**src/rtl/tgb_pkg.sv**
```systemverilog
`timescale 1ns / 1ps
// Package for the text glyph blit generator: command and register codes,
// character constants, sequencer states and divider types. No dependencies.
package tgb_pkg;

  // Command codes on the input channel.
  localparam logic [1:0] CMD_START = 2'd0;
  localparam logic [1:0] CMD_CHAR  = 2'd1;
  localparam logic [1:0] CMD_TABLE = 2'd2;

  // Configuration register indexes.
  localparam logic [1:0] REG_GLYPH_WIDTH    = 2'd0;
  localparam logic [1:0] REG_GLYPH_HEIGHT   = 2'd1;
  localparam logic [1:0] REG_GLYPHS_PER_ROW = 2'd2;

  // Register reset values.
  localparam logic [7:0] GLYPH_WIDTH_RST    = 8'd8;
  localparam logic [7:0] GLYPH_HEIGHT_RST   = 8'd16;
  localparam logic [7:0] GLYPHS_PER_ROW_RST = 8'd16;

  // Character codes with special handling.
  localparam logic [15:0] CP_NEWLINE   = 16'h000A;
  localparam logic [15:0] CP_TAB       = 16'h0009;
  localparam logic [15:0] CP_LATIN_LO  = 16'h0061;
  localparam logic [15:0] CP_LATIN_HI  = 16'h007A;
  localparam logic [15:0] CP_CYRIL_LO  = 16'h0430;
  localparam logic [15:0] CP_CYRIL_HI  = 16'h044F;
  localparam logic [15:0] CP_CASE_STEP = 16'h0020;

  typedef enum logic [2:0] {
    ST_CLEAR,
    ST_IDLE,
    ST_LOOK,
    ST_DIV,
    ST_MULX,
    ST_MULY,
    ST_DONE
  } tgb_state_t;

  typedef struct packed {
    logic        start;
    logic [15:0] dividend;
    logic [7:0]  divisor;
  } tgb_div_req_t;

  typedef struct packed {
    logic        done;
    logic [15:0] quotient;
    logic [7:0]  remainder;
  } tgb_div_res_t;

endpackage

```
**src/rtl/tgb_div.sv**
```systemverilog
`timescale 1ns / 1ps
// Restoring radix-2 divider, 16-bit dividend by 8-bit nonzero divisor,
// one quotient bit per cycle. Depends on tgb_pkg.
module tgb_div
  import tgb_pkg::*;
(
  input  logic         clk,
  input  logic         rst_n,
  input  tgb_div_req_t req,
  output tgb_div_res_t res
);

  logic        busy_r;
  logic        done_r;
  logic [3:0]  cnt_r;
  logic [15:0] quo_r;
  logic [7:0]  rem_r;

  logic [8:0]  trial;
  logic        ge;
  logic [8:0]  diff;
  logic [7:0]  rem_nxt;

  always_comb begin
    trial   = {rem_r, quo_r[15]};
    ge      = (trial >= {1'b0, req.divisor});
    diff    = trial - {1'b0, req.divisor};
    rem_nxt = ge ? diff[7:0] : trial[7:0];
  end

  always_ff @(posedge clk) begin
    if (!rst_n) begin
      busy_r <= 1'b0;
      done_r <= 1'b0;
      cnt_r  <= '0;
    end else begin
      done_r <= 1'b0;
      if (req.start) begin
        busy_r <= 1'b1;
        cnt_r  <= '0;
      end else if (busy_r) begin
        cnt_r <= cnt_r + 4'd1;
        if (cnt_r == 4'd15) begin
          busy_r <= 1'b0;
          done_r <= 1'b1;
        end
      end
    end
  end

  always_ff @(posedge clk) begin
    if (req.start) begin
      quo_r <= req.dividend;
      rem_r <= '0;
    end else if (busy_r) begin
      quo_r <= {quo_r[14:0], ge};
      rem_r <= rem_nxt;
    end
  end

  assign res.done      = done_r;
  assign res.quotient  = quo_r;
  assign res.remainder = rem_r;

endmodule

```
**config.mk**
```make
export PLATFORM = sky130hd
export DESIGN_NAME = tgb_div
export DESIGN_NICKNAME = d
export VERILOG_FILES = /design/src/rtl/tgb_pkg.sv /design/src/rtl/tgb_div.sv
export SDC_FILE = /design/constraint.sdc
export NUM_CORES = 1
export LEC_CHECK = 0
export ABC_AREA = 1
export BUFFER_PORTS_ARGS = -buffer_cell sky130_fd_sc_hd__buf_2
export CORE_MARGIN = 3
export CORE_UTILIZATION = 46
export CTS_CLUSTER_DIAMETER = 30
export DETAILED_ROUTE_END_ITERATION = 10
export PLACE_DENSITY = 0.73
export SLEW_MARGIN = 40
export SYNTH_ARGS = -nofsm -noshare
export SYNTH_HDL_FRONTEND = slang
export SYNTH_SLANG_ARGS = --single-unit
```
**constraint.sdc**
```tcl
create_clock -name clk -period 1.8 [get_ports clk]
set_clock_uncertainty 0.15 [all_clocks]
set_input_delay 0.36 -clock clk [delete_from_list [all_inputs] [get_ports clk]]
set_output_delay 0.36 -clock clk [all_outputs]
set_load 0.005 [all_outputs]
```
Yosys cells after proc, flatten, opt, wreduce, memory -nomap -nowiden

Cells that the tools add are included.

Bitwise logic cells: 2
Reduce and logical (&&, ||, !) cells: 3
Eq/ne operators: 1
Magnitude comparators: 1
Add/subtract/negate cells: 2
Muxes and demuxes: 7

Operators with widths:

| cell                  | number |
|---|---|
| $mux W16              | 2 |
| $ge A9 B8 Y1          | 1 |
| $mux W8               | 1 |
| $sub A8 B8 Y8         | 1 |
| $add A4 B1 Y4 const B | 1 |
| $eq A4 B4 Y1 const B  | 1 |
| $mux W1               | 4 |
| $reduce_or A3 Y1      | 1 |
| $not A1 Y1            | 2 |
| $reduce_bool A2 Y1    | 1 |
| $reduce_or A2 Y1      | 1 |

Flip-flop bits (word level): 30
Logic and storage cells: 21
Output and inout bits: 25

Depth between registers and ports, before layout

Word-level depth: 4
Mapped depth: 12
Gate-level depth less buffers: 12

Worst setup path after synthesis

No wires, ideal clock.

Kind: input -> register
Start point: input req[6] (netlist bit)
End point: register quo_r[0], data pin
Slack: 0.083 ns
Setup time: 0.270 ns
Stages on the path: 8
Data arrival time: 1.298 ns
Data required time: 1.380 ns
Cell sequence: inv_1 > ha_1 > nand2_1 > nand2_1 > nand2_1 > nand2_2 > a21oi_4 > a31oi_1

Word-level cells in the longest chain between the ends: 3

Ends and longest elaborated chain:

| what                   | RTL line      | RTL |
|---|---|---|
| start: declaration     | tgb_div.sv:9  | `input tgb_div_req_t req,` |
| $ge A9 B8 Y1           | tgb_div.sv:26 | `ge = (trial >= {1'b0, req.divisor});` |
| $mux W16               | tgb_div.sv:55 | `end else if (busy_r) begin` |
| $mux W16               | tgb_div.sv:52 | `if (req.start) begin` |
| end signal: assignment | tgb_div.sv:53 | `quo_r <= req.dividend;` |
| end signal: assignment | tgb_div.sv:56 | `quo_r <= {quo_r[14:0], ge};` |
| end: declaration       | tgb_div.sv:16 | `logic [15:0] quo_r;` |

Every way passes these cells. The select of a mux whose other input is x is not followed.
A chain may end at the register's enable or synchronous reset.

Worst setup path after layout

Start point: register quo_r[15]
End point: register rem_r[6]

Word-level cells in the longest chain between the ends: 2

Ends and longest elaborated chain:

| what                                                 | RTL line                     | RTL |
|---|---|---|
| $sub A8 B8 Y8 / $ge A9 B8 Y1 (equally long branches) | tgb_div.sv:27, tgb_div.sv:26 |  |
| $mux W8 (*)                                          | tgb_div.sv:28                | `rem_nxt = ge ? diff[7:0] : trial[7:0];` |
| end signal: assignment                               | tgb_div.sv:57                | `rem_r <= rem_nxt;` |
| end: declaration                                     | tgb_div.sv:17                | `logic [7:0] rem_r;` |

Mark *: on every way between the ends. The rest lies on a longest branch, timed or not.

==> flow_metrics.py <==
metrics = {
    "clock_tree": {
        "clock_latency_ns": 0.28,
        "clockBufferDepth": 2,
        "hold_buffers": 0,
        "cts_tree": "done",
        "path_clk_slew_ns": 0.06,
        "cts_buffers": 5,
        "cts_sinks": 30,
        "htreeDepth": 2,
        "root_buffer": "clkbuf_8",
    },
    "route": {
        "drc": 0,
        "wirelength_um": 4060,
        "vias": 1627,
        "via_per_inst": 4.73,
        "ant_nets": 0,
        "wl_per_cell_um": 11.8,
        "drtIter0Drc": 110,
        "drtPass1Iterations": 4,
    },
    "global_routing": {
        "overflow": 0,
        "grt_pass1_vias": 1418,
        "grt_pass1_wl_um": 6200,
        "grt.total_usage_pct": 18.2,
        "grt_max_degree": 19,
        "grt_antenna_before_repair": 0,
    },
    "yosys": {
        "synth_area_leaders": "edfxtp_1, nand2_1, dfxtp_1, ha_1, nand3_1",
        "syn-cell-area_um2": 1770,
        "syn_inst": 230,
        "synth_seq_cells": 30,
        "syn_nets": 267,
        "synth-seq-area-share_pct": 43.0,
        "yosys_warnings": 0,
        "synthDistinctLibCells": 30,
        "synth.largest_area_cell": "edfxtp_1",
        "yosysTopAreaCellShare_pct": 27.1,
        "synth.avg_cell_area_um2": 7.70,
    },
    "place": {
        "io_buffer_count": 51,
        "gp_congestion": 0.864,
        "dp_hpwl_um": 2930,
        "preCtsSetupSlack_ns": -0.131,
    },
    "outcome": {
        "outcome": "finished clean",
    },
    "setup_path": {
        "cp.buffers_inverters": 2,
        "crit_required_ns": 1.83,
        "slowest_delay_ns": 0.39,
        "crit_type": "flip-flop to flip-flop",
        "ff2ff_setup_slack_ns": 0.07,
        "crit_family": "adder cells",
        "cp_cell_sequence": "inv_2 -> ha_4 -> fa_2 -> inv_2 -> nand2_1 -> nand3_1 -> nand2_1 -> nand2_1 -> nand2_1 -> nand3_1 -> nand2_1",
        "cp.arrival_ns": 1.76,
        "slowest_stage": "fa_2",
        "path_max_fanout": 2,
        "cp_common_cell": "nand2_1",
        "start_kind": "flip-flop",
        "cp-end-kind": "flip-flop",
    },
    "power": {
        "leakagePower_uw": 0.00124,
        "p_per_area_nw_per_um2": 727,
        "vdd_drop_max_v": 0.000638,
    },
    "timing": {
        "layout_min_cycle_time_ns": 1.73,
        "rsz0062_at_grt": "yes",
        "hold_viol_final": 0,
        "period_share_pct": 96.1,
        "clock.fmax_mhz": 578,
        "worst_slew_pin_slew_ns": 0.598,
        "maxSlewHeadroom_pct": 60.1,
        "setup_ws_ns": 0.0709,
        "setup_violations": 0,
        "drv_slew": 0,
    },
    "cells_and_area": {
        "fin_util_pct": 66.0,
        "layout_common_cells": "nand2_1, buf_2, inv_1",
        "layout_commonest_cell": "nand2_1",
        "drive_above_1_share_pct": 32.9,
        "nets": 334,
        "area_delta_synth_final_pct": 31.3,
        "antenna_cells": 0,
    },
    "floorplanning": {
        "core_area_um2": 3520,
        "die_h_um": 68.0,
        "ios": 52,
        "die_area_um2": 4630,
        "initial_core_util_pct": 50.3,
        "dieWidth_um": 68.0,
        "num_rows": 21,
    },
    "hold_path": {
        "min_path_type": "input port to flip-flop",
    },
    "run": {
        "max_cap_viol_count": 0,
    },
}
stage by stage:
| step | instances | total power (uW) | setup TNS (ns) | hold slack (ns) | area (um^2) |
|---|---|---|---|---|---|
| 3_3_place_gp | 334 | 1150 | -0.826 | 0.308 | 2140 |
| 5_1_grt | 344 | 1800 | -0.158 | 0.176 | 2320 |
| 4_1_cts | 342 | 1670 | 0 | 0.160 | 2230 |
| 2_1_floorplan | 230 | 1020 | 0 | 0.295 | 1770 |
| 3_5_place_dp | 334 | 1150 | -0.978 | 0.313 | 2140 |
| 6_report | 344 | 1690 | 0 | 0.170 | 2320 |
area by class of cell:
type	count	area, um^2
inverters	28	105
clock buffers	5	68.8
repair buffers	65	373
well taps	46	57.6
clock inverters	3	16.3
fillers	325	1200
flip-flops and latches	30	762
multi-input cells	167	942
state kept, by name, summed over array words and instances (netlist names):
register  count
quo_r        16
rem_r         8
cnt_r         4
busy_r        1
done_r        1
power by group:
part	leakage [uW]	switching, uW	total [uW]	internal (uW)
Sequential	0.000279	30.2	810	780
Clock	0.0000416	250	513	264
Combinational	0.000919	198	367	169
Total	0.00124	477	1690	1210
cell families (layout without fill, tap and decap cells):
group                    count (synthesis)  in the layout  share of synthesized area (%)
AND/OR/NAND/NOR                        144            144                           36.7
AO/OA/AOI/OAI                           10             10                           3.53
buffers and inverters                   33            101                           7.84
XOR/XNOR                                 3              3                           1.48
adder cells (fa/ha/maj)                 10             10                           7.49
flip-flops                              30             30                           43.0
path summary, 6_finish.rpt:
path / start / endpoint / cells after the start
max: quo_r[15] / rem_r[6] / 11
min: rst_n / busy_r / 3
max reg2reg: quo_r[15] / rem_r[6] / 11
min reg2reg: cnt_r[3] / cnt_r[3] / 2
cells in the mapped netlist (all sizes together):
cell type and count:
nand2 102, xnor2 1, ha 9, clkinv 1, a31oi 1, a21oi 7
nand3b 7, nor3 2, inv 27, fa 1, nand4 1, buf 2
or2 1, o21ai 2, clkbuf 3, xor2 2, nor2 11, nand3 20
dfxtp 14, edfxtp 16
metal layers:
metal | track usage [%] | vias up | part of all wire [%]
met5 | 0 | - | 0
met4 | 7.44 | 0 | 1.3
met3 | 5.58 | 6 | 6.7
met2 | 29.5 | 46 | 49
met1 | 22.5 | 715 | 43
li1 | - | 860 | -
what timing repair did:
action	4_1_cts	5_1_grt
buffers inserted	0	2
pin swaps	0	4
resized for setup	1	13
endpoints found under the setup margin	1	9
worst register-to-register path, stage by stage, from the launching register on:
cell,delay [ns]
edfxtp_1,0.36
inv_2,0.06
ha_4,0.16
fa_2,0.39
inv_2,0.07
nand2_1,0.08
nand3_1,0.08
nand2_1,0.05
nand2_1,0.07
nand2_1,0.05
nand3_1,0.06
nand2_1,0.05
(Power assumes the default switching activity.)
